<file path="config.mk">
export PLATFORM = sky130hd
export DESIGN_NAME = first_fit_extent_allocator
export DESIGN_NICKNAME = d
export VERILOG_FILES = /design/src/sv/ffea_pkg.sv /design/src/sv/ffea_cell.sv /design/src/sv/ffea_head.sv /design/src/sv/first_fit_extent_allocator.sv
export SDC_FILE = /design/constraint.sdc
export NUM_CORES = 2
export LEC_CHECK = 0
export BUFFER_PORTS_ARGS = -buffer_cell sky130_fd_sc_hd__buf_2
export CELL_PAD_IN_SITES_DETAIL_PLACEMENT = 1
export CELL_PAD_IN_SITES_GLOBAL_PLACEMENT = 2
export CORE_AREA = 10 10 442 444
export DETAILED_ROUTE_END_ITERATION = 16
export DIE_AREA = 0 0 452 454
export HOLD_SLACK_MARGIN = 0.06
export PLACE_DENSITY = 0.87
export SYNTH_ARGS = -nofsm -noshare
export SYNTH_HDL_FRONTEND = slang
export SYNTH_HIERARCHICAL = 1
export SYNTH_SLANG_ARGS = --single-unit
</file>
<file path="constraint.sdc">
create_clock -name clock -period 143.5 [get_ports clock]
set_input_delay 7.175 -clock clock [delete_from_list [all_inputs] [get_ports clock]]
set_output_delay 7.175 -clock clock [all_outputs]
set_load 0.02 [all_outputs]
</file>
<file path="src/sv/ffea_pkg.sv">
// ----------------------------------------------------------------------------
// First-fit extent allocator package
// Status codes, request kinds and the control structs shared by the modules.
// ----------------------------------------------------------------------------
package ffea_pkg;

   localparam logic [1:0] ST_OK       = 2'd0;
   localparam logic [1:0] ST_BAD_FREE = 2'd1;
   localparam logic [1:0] ST_FULL     = 2'd2;
   localparam logic [1:0] ST_NO_FIT   = 2'd3;

   localparam logic FUNC_ALLOC = 1'b0;
   localparam logic FUNC_FREE  = 1'b1;

   // Control from the sequencer to the scan head.
   typedef struct packed {
      logic init;
      logic run;
      logic last;
      logic x_valid;
      logic full;
      logic is_free;
   } ffea_ctl_type;

   // Outcome of one pass, as seen by the sequencer.
   typedef struct packed {
      logic [1:0] status;
      logic       grow;
      logic       shrink;
   } ffea_res_type;

endpackage

</file>
<file path="src/sv/ffea_cell.sv">
// ----------------------------------------------------------------------------
// Extent cell
// Holds one extent (start, size) and passes it to the next cell on shift.
// ----------------------------------------------------------------------------
module ffea_cell #(
   parameter int ADDR_BITS = 20
) (
   input  logic                 clock,
   input  logic                 shift,
   input  logic [ADDR_BITS-1:0] prev_start,
   input  logic [ADDR_BITS:0]   prev_size,
   output logic [ADDR_BITS-1:0] start,
   output logic [ADDR_BITS:0]   size
);

   logic [ADDR_BITS-1:0] start_ff;
   logic [ADDR_BITS:0]   size_ff;

   always_ff @(posedge clock) begin
      if (shift) begin
         start_ff <= prev_start;
         size_ff  <= prev_size;
      end
   end

   assign start = start_ff;
   assign size  = size_ff;

endmodule

</file>
<file path="src/sv/ffea_head.sv">
// ----------------------------------------------------------------------------
// Extent scan head
// Sits at the end of the cell chain and rewrites the extent stream as it
// circulates: shrinks, merges, inserts or drops one extent per request.
// ----------------------------------------------------------------------------
module ffea_head #(
   parameter int ADDR_BITS = 20
) (
   input  logic                  clock,
   input  logic                  reset,
   input  ffea_pkg::ffea_ctl_type ctl,
   input  logic [ADDR_BITS-1:0]  base,
   input  logic [ADDR_BITS:0]    length,
   input  logic [ADDR_BITS-1:0]  x_start,
   input  logic [ADDR_BITS:0]    x_size,
   output logic [ADDR_BITS-1:0]  y_start,
   output logic [ADDR_BITS:0]    y_size,
   output ffea_pkg::ffea_res_type res,
   output logic [ADDR_BITS-1:0]  alloc_base
);

   localparam int EW = ADDR_BITS + 2;

   typedef enum logic [1:0] {M_NORMAL, M_SKIP, M_INSERT} mode_type;

   mode_type             mode_ff, mode_in;
   logic                 done_ff, done_in;
   logic                 hv_ff, hv_in, cv_ff, cv_in;
   logic [ADDR_BITS-1:0] hs_ff, hs_in, cs_ff, cs_in;
   logic [ADDR_BITS:0]   hz_ff, hz_in, cz_ff, cz_in;
   logic [1:0]           status_ff, status_in;
   logic                 grow_ff, grow_in, shrink_ff, shrink_in;
   logic [ADDR_BITS-1:0] abase_ff, abase_in;

   logic [EW-1:0] end_w, h_end;
   logic          bad_req, join_lo, join_hi;

   assign end_w   = EW'(base) + EW'(length);
   assign h_end   = EW'(hs_ff) + EW'(hz_ff);
   assign bad_req = (length == '0) || (end_w > (EW'(1) << ADDR_BITS));
   assign join_lo = hv_ff && (h_end == EW'(base));
   assign join_hi = ctl.x_valid && (EW'(x_start) == end_w);

   always_comb begin
      mode_in   = mode_ff;
      done_in   = done_ff;
      hv_in     = hv_ff;
      hs_in     = hs_ff;
      hz_in     = hz_ff;
      cv_in     = cv_ff;
      cs_in     = cs_ff;
      cz_in     = cz_ff;
      status_in = status_ff;
      grow_in   = grow_ff;
      shrink_in = shrink_ff;
      abase_in  = abase_ff;
      y_start   = hs_ff;
      y_size    = hz_ff;
      if (ctl.init) begin
         mode_in   = M_NORMAL;
         hv_in     = 1'b0;
         cv_in     = 1'b0;
         grow_in   = 1'b0;
         shrink_in = 1'b0;
         abase_in  = '0;
         if (ctl.is_free) begin
            done_in   = bad_req;
            status_in = bad_req ? ffea_pkg::ST_BAD_FREE : ffea_pkg::ST_OK;
         end else begin
            done_in   = (length == '0);
            status_in = ffea_pkg::ST_NO_FIT;
         end
      end else if (ctl.run) begin
         unique case (mode_ff)
            M_NORMAL: begin
               hs_in = x_start;
               hz_in = x_size;
               hv_in = ctl.x_valid;
               if (!done_ff && !ctl.is_free && ctl.x_valid && (x_size >= length)) begin
                  done_in   = 1'b1;
                  status_in = ffea_pkg::ST_OK;
                  abase_in  = x_start;
                  if (x_size == length) begin
                     mode_in   = M_SKIP;
                     shrink_in = 1'b1;
                  end else begin
                     hs_in = x_start + length[ADDR_BITS-1:0];
                     hz_in = x_size - length;
                  end
               end else if (!done_ff && ctl.is_free &&
                            (!ctl.x_valid || (x_start >= base))) begin
                  done_in = 1'b1;
                  if ((hv_ff && (h_end > EW'(base))) ||
                      (ctl.x_valid && (EW'(x_start) < end_w))) begin
                     status_in = ffea_pkg::ST_BAD_FREE;
                  end else if (join_lo && join_hi) begin
                     y_size    = hz_ff + length + x_size;
                     mode_in   = M_SKIP;
                     shrink_in = 1'b1;
                  end else if (join_lo) begin
                     y_size = hz_ff + length;
                  end else if (join_hi) begin
                     hs_in = base;
                     hz_in = x_size + length;
                  end else if (ctl.full) begin
                     status_in = ffea_pkg::ST_FULL;
                  end else begin
                     hs_in   = base;
                     hz_in   = length;
                     hv_in   = 1'b1;
                     cs_in   = x_start;
                     cz_in   = x_size;
                     cv_in   = ctl.x_valid;
                     mode_in = M_INSERT;
                     grow_in = 1'b1;
                  end
               end
            end
            M_SKIP: begin
               y_start = x_start;
               y_size  = x_size;
            end
            M_INSERT: begin
               hs_in = cs_ff;
               hz_in = cz_ff;
               hv_in = cv_ff;
               cs_in = x_start;
               cz_in = x_size;
               cv_in = ctl.x_valid;
            end
            default: begin
               y_start = hs_ff;
            end
         endcase
         // The hold slot leads the ring; it is always empty between passes.
         if (ctl.last) begin
            hv_in = 1'b0;
         end
      end
   end

   always_ff @(posedge clock) begin
      if (reset) begin
         mode_ff   <= M_NORMAL;
         done_ff   <= 1'b0;
         hv_ff     <= 1'b0;
         cv_ff     <= 1'b0;
         status_ff <= ffea_pkg::ST_OK;
         grow_ff   <= 1'b0;
         shrink_ff <= 1'b0;
      end else begin
         mode_ff   <= mode_in;
         done_ff   <= done_in;
         hv_ff     <= hv_in;
         cv_ff     <= cv_in;
         status_ff <= status_in;
         grow_ff   <= grow_in;
         shrink_ff <= shrink_in;
      end
      hs_ff    <= hs_in;
      hz_ff    <= hz_in;
      cs_ff    <= cs_in;
      cz_ff    <= cz_in;
      abase_ff <= abase_in;
   end

   assign res.status = status_ff;
   assign res.grow   = grow_ff;
   assign res.shrink = shrink_ff;
   assign alloc_base = abase_ff;

endmodule

</file>
<file path="src/sv/first_fit_extent_allocator.sv">
// After a request is accepted the block steps through S_PREP, S_RUN and S_FIN;
// rsp_tvalid rises once S_FIN has loaded the response. Each transaction takes one full turn
// of the extent ring through the scan head plus setup and result states; no new request is taken before that pass ends.
// A new request is taken while the previous response still waits.
// Reset (synchronous, active high) empties the extent table; cell contents
// stay undefined until written and need no clearing pass.
// ----------------------------------------------------------------------------
// First-fit extent allocator
// Free extents circulate through a ring of cells and a scan head that
// allocates first-fit and frees with coalescing of neighbors.
// ----------------------------------------------------------------------------
module first_fit_extent_allocator #(
   parameter int MAX_EXTENTS = 64,
   parameter int ADDR_BITS   = 20
) (
   input  logic clock,
   input  logic reset,
   input  logic req_tvalid,
   output logic req_tready,
   // base [ADDR_BITS-1:0], length [2*ADDR_BITS:ADDR_BITS], zero padding
   input  logic [((2*ADDR_BITS+1+7)/8)*8-1:0] req_tdata,
   // func
   input  logic req_tuser,
   output logic rsp_tvalid,
   input  logic rsp_tready,
   // alloc_base [ADDR_BITS-1:0], zero padding
   output logic [((ADDR_BITS+7)/8)*8-1:0] rsp_tdata,
   // status
   output logic [1:0] rsp_tuser
);

   localparam int CW  = $clog2(MAX_EXTENTS + 1);
   localparam int RQW = ((2*ADDR_BITS+1+7)/8)*8;
   localparam int RSW = ((ADDR_BITS+7)/8)*8;

   typedef enum logic [1:0] {S_IDLE, S_PREP, S_RUN, S_FIN} state_type;

   state_type            state_ff, state_in;
   logic [CW-1:0]        k_ff, k_in, count_ff, count_in;
   logic                 func_ff;
   logic [ADDR_BITS-1:0] base_ff;
   logic [ADDR_BITS:0]   length_ff;
   logic                 rsp_valid_ff, rsp_valid_in;
   logic [ADDR_BITS-1:0] rsp_base_ff;
   logic [1:0]           rsp_status_ff;
   logic                 req_take, rsp_load;

   ffea_pkg::ffea_ctl_type ctl;
   ffea_pkg::ffea_res_type res;
   logic [ADDR_BITS-1:0]   y_start, alloc_base;
   logic [ADDR_BITS:0]     y_size;
   logic [ADDR_BITS-1:0]   chain_start [MAX_EXTENTS+1];
   logic [ADDR_BITS:0]     chain_size  [MAX_EXTENTS+1];

   assign req_tready = (state_ff == S_IDLE);
   assign req_take   = req_tvalid && req_tready;
   assign rsp_load   = (state_ff == S_FIN) && (!rsp_valid_ff || rsp_tready);

   assign ctl.init    = (state_ff == S_PREP);
   assign ctl.run     = (state_ff == S_RUN);
   assign ctl.last    = (k_ff == CW'(MAX_EXTENTS));
   assign ctl.x_valid = (k_ff < count_ff);
   assign ctl.full    = (count_ff == CW'(MAX_EXTENTS));
   assign ctl.is_free = (func_ff == ffea_pkg::FUNC_FREE);

   assign chain_start[0] = y_start;
   assign chain_size[0]  = y_size;

   for (genvar i = 0; i < MAX_EXTENTS; i++) begin : g_cell
      ffea_cell #(.ADDR_BITS(ADDR_BITS)) u_cell (
         .clock      (clock),
         .shift      (ctl.run),
         .prev_start (chain_start[i]),
         .prev_size  (chain_size[i]),
         .start      (chain_start[i+1]),
         .size       (chain_size[i+1])
      );
   end

   ffea_head #(.ADDR_BITS(ADDR_BITS)) u_head (
      .clock      (clock),
      .reset      (reset),
      .ctl        (ctl),
      .base       (base_ff),
      .length     (length_ff),
      .x_start    (chain_start[MAX_EXTENTS]),
      .x_size     (chain_size[MAX_EXTENTS]),
      .y_start    (y_start),
      .y_size     (y_size),
      .res        (res),
      .alloc_base (alloc_base)
   );

   always_comb begin
      state_in     = state_ff;
      k_in         = k_ff;
      count_in     = count_ff;
      rsp_valid_in = rsp_valid_ff && !rsp_tready;
      unique case (state_ff)
         S_IDLE: begin
            if (req_take) begin
               state_in = S_PREP;
            end
         end
         S_PREP: begin
            k_in     = '0;
            state_in = S_RUN;
         end
         S_RUN: begin
            k_in = k_ff + CW'(1);
            if (ctl.last) begin
               state_in = S_FIN;
            end
         end
         S_FIN: begin
            if (rsp_load) begin
               rsp_valid_in = 1'b1;
               state_in     = S_IDLE;
               if (res.grow) begin
                  count_in = count_ff + CW'(1);
               end else if (res.shrink) begin
                  count_in = count_ff - CW'(1);
               end
            end
         end
         default: begin
            state_in = S_IDLE;
         end
      endcase
   end

   always_ff @(posedge clock) begin
      if (reset) begin
         state_ff     <= S_IDLE;
         k_ff         <= '0;
         count_ff     <= '0;
         rsp_valid_ff <= 1'b0;
      end else begin
         state_ff     <= state_in;
         k_ff         <= k_in;
         count_ff     <= count_in;
         rsp_valid_ff <= rsp_valid_in;
      end
      if (req_take) begin
         func_ff   <= req_tuser;
         base_ff   <= req_tdata[ADDR_BITS-1:0];
         length_ff <= req_tdata[2*ADDR_BITS:ADDR_BITS];
      end
      if (rsp_load) begin
         rsp_base_ff   <= alloc_base;
         rsp_status_ff <= res.status;
      end
   end

   assign rsp_tvalid = rsp_valid_ff;
   assign rsp_tdata  = RSW'(rsp_base_ff);
   assign rsp_tuser  = rsp_status_ff;

`ifndef ASSERT_OFF
   a_count_bound: assert property (@(posedge clock) disable iff (reset)
      count_ff <= CW'(MAX_EXTENTS))
      else $error("extent count beyond table depth");

   a_pass_ends: assert property (@(posedge clock) disable iff (reset)
      (state_ff == S_RUN) && ctl.last |=> (state_ff == S_FIN))
      else $error("ring pass did not end after one full turn");

   a_grow_room: assert property (@(posedge clock) disable iff (reset)
      (state_ff == S_FIN) && res.grow |-> (count_ff < CW'(MAX_EXTENTS)))
      else $error("insert into a full extent table");

   a_req_width: assert property (@(posedge clock) disable iff (reset)
      req_take |=> (state_ff == S_PREP) && (RQW > 2*ADDR_BITS))
      else $error("accepted transaction did not start a pass");
`endif

endmodule

</file>
==> flow_metrics.env <==
export IMPL_hold_class="reg -> reg"
export IMPL_crit_start="state_ff[1]"
export IMPL_synth_top_cell_by_area="edfxtp_1"
export IMPL_drt_iter0_drc=3524
export IMPL_yosysTopAreaCellShare_pct=86.2
export IMPL_start_util_pct=51.7
export IMPL_end_kind="output port"
export IMPL_finalNetCount=5267
export IMPL_htreeDepth=5
export IMPL_grt_overflow_total=0
export IMPL_ys_ff_latch=2816
export IMPL_cts_setup_buffers=0
export IMPL_grt_pass1_vias=45000
export IMPL_power_mw=2.43
export IMPL_rows=159
export IMPL_cts_tree="yes"
export IMPL_clock_skew_final_ps=65.1
export IMPL_worst_pin_slew_ps=1360
export IMPL_grt_pass1_wl_mm=299
export IMPL_drc=0
export IMPL_ir_drop_uv=18.4
export IMPL_die_area_sq_um=205000
export IMPL_p_leak_nw=35.8
export IMPL_path_class="reg -> out"
export IMPL_cts_buffers=281
export IMPL_chipHeight_microns=454
export IMPL_post_route_min_period_ps=9010
export IMPL_ctsRootBufferMaster="clkbuf_16"
export IMPL_vias=42600
export IMPL_drive_gt1_share_pct=10.9
export IMPL_hp_start="g_cell[20].u_cell/size[18]"
export IMPL_core_area_sq_um=187000
export IMPL_slew_violations=0
export IMPL_synth_most_common_cell="edfxtp_1"
export IMPL_r2r_start="u_head/hz_ff[3]"
export IMPL_synth_edf_count=2770
export IMPL_detail_route_antenna_nets=0
export IMPL_drv_cap=0
export IMPL_finalHoldViolations=0
export IMPL_die_w_microns=452
export IMPL_cp_arrival_ps=1840
export IMPL_cp_max_fo=4
export IMPL_grt_setup_unrepaired="false"
export IMPL_synthTopCellsByCount="2770 x edfxtp_1, 218 x ha_1, 171 x nor2_1"
export IMPL_dp_slack_ps=134830
export IMPL_fin_tns_setup_ps=0
export IMPL_ys_top_cells_by_area="edfxtp_1 86%, ha_1 2.8%, dfxtp_1 0.95%"
export IMPL_hpwl_mm=111
export IMPL_cts_hold_buffers=0
export IMPL_netlist_area_sq_um=96500
export IMPL_clkSinkCount=2816
export IMPL_ys_types=90
export IMPL_ys_async_sr_fraction_pct=0
export IMPL_crit_required_ps=136320
export IMPL_power_density_nw_per_um2=22.3
export IMPL_drt_total_wl_mm=200
export IMPL_maxSlewHeadroom_pct=9.15
export IMPL_timing_final_crit_share_pct=6.28
export IMPL_cts_resized=0
export IMPL_clk_path_buf_depth=4
export IMPL_yosysSeqAreaShare_pct=87.2
export IMPL_firstDrtPassIters=5
export IMPL_area_growth_pct=12.9
export IMPL_grt_total_usage_pct=19.5
export IMPL_ys_flop_type="edfxtp_1"
export IMPL_clk_pin_slew_worst_paths_ps=60
export IMPL_io_pins=81
export IMPL_grt_max_degree=223
export IMPL_avgRoutedWirePerCell_microns=26.1
export IMPL_syn_area_per_cell_sq_um=20.7
export IMPL_clock_latency_ps=940
export IMPL_portBuffers=69
export IMPL_setup_viol=0
export IMPL_fmax_mhz=111
export IMPL_gp_routability_congestion=0.872
export IMPL_antenna_found_initial=8
export IMPL_vias_per_cell=5.54
export IMPL_setup_ws_ps=134490
export IMPL_status="complete, no violations"
export IMPL_netlist_instances=4662
export IMPL_critPathLaunchType="flip-flop"
export IMPL_yosys_warnings=6
==> routing by layer <==
metal	wire [microns]	GRT usage [%]	vias to the layer above	share of wire, %
li1	-	-	19000	-
met3	9710	3.01	424	4.8
met2	99900	32.7	1274	50
met4	7270	7.28	2	3.6
met5	13	0	-	0.0065
met1	83600	26.1	21900	42
==> final timing paths <==
kind,slack (ps),depth (start not counted),end
setup / recovery,134490,3,req_tready
hold / removal,380,0,g_cell[21].u_cell/size[18]
setup reg to reg,135710,22,g_cell[0].u_cell/size[16]
hold reg to reg,380,0,g_cell[21].u_cell/size[18]
==> report_power, final <==
| part | total [mW] | internal, mW | leakage [nW] | switching [mW] |
|---|---|---|---|---|
| Clock | 0.722 | 0.413 | 4.31 | 0.309 |
| Combinational | 0.400 | 0.112 | 5.84 | 0.288 |
| Sequential | 1.30 | 1.21 | 25.6 | 0.0902 |
==> flip-flops by register name, summed over array words and instances, names as in the netlist, 7 cells and up <==
signal	flops
base_ff	20
count_ff	7
g_cell.u_cell/size	1344
g_cell.u_cell/start	1280
k_ff	7
length_ff	21
rsp_base_ff	20
u_head/alloc_base	20
u_head/cs_ff	20
u_head/cz_ff	21
u_head/hs_ff	20
u_head/hz_ff	21
==> critical path: stages, from the launching register on <==
cell and delay [ps]:
dfxtp_1 410, inv_1 130, ha_1 240, buf_2 180
==> stage by stage <==
step	std cells	util, %	hold slack (ps)	area (sq um)
detailed placement	7200	53.7	405	100000
finish	7682	58.4	376	109000
CTS	7680	58.4	372	109000
global route	7680	58.4	379	109000
global placement	7200	53.7	401	100000
floorplan	4665	-	400	96500
==> cell usage in the layout, fill, tap and decap left out, drive strengths merged, types with 83 or more instances in the layout <==
cell / n
nor3: 83
buf: 120
clkinv: 102
inv: 139
edfxtp: 2770
nor2: 173
o21ai: 119
a21oi: 128
clkbuf: 337
ha: 218
nand2: 168
==> cell families after synthesis <==
| family | synth area share [%] |
|---|---|
| AO/OA/AOI/OAI | 4.19 |
| XOR/XNOR | 1.07 |
| adder cells (fa/ha/maj) | 2.99 |
| buffers and inverters | 0.883 |
| flip-flops | 87.2 |
| multiplexers | 0.314 |
| other | 0.00389 |
| AND/OR/NAND/NOR | 3.38 |
==> cell type report <==
class                   count  area, sq um
clock inverters           143         1350
flip-flops and latches   2816        84100
well taps                2495         3120
fillers                 16000        77700
diodes                      2         5.00
repair buffers            120          791
inverters                 130          488
multi-input cells        1639        11600
clock buffers             337         7440
Note: power is estimated with default switching activity, not from simulation.
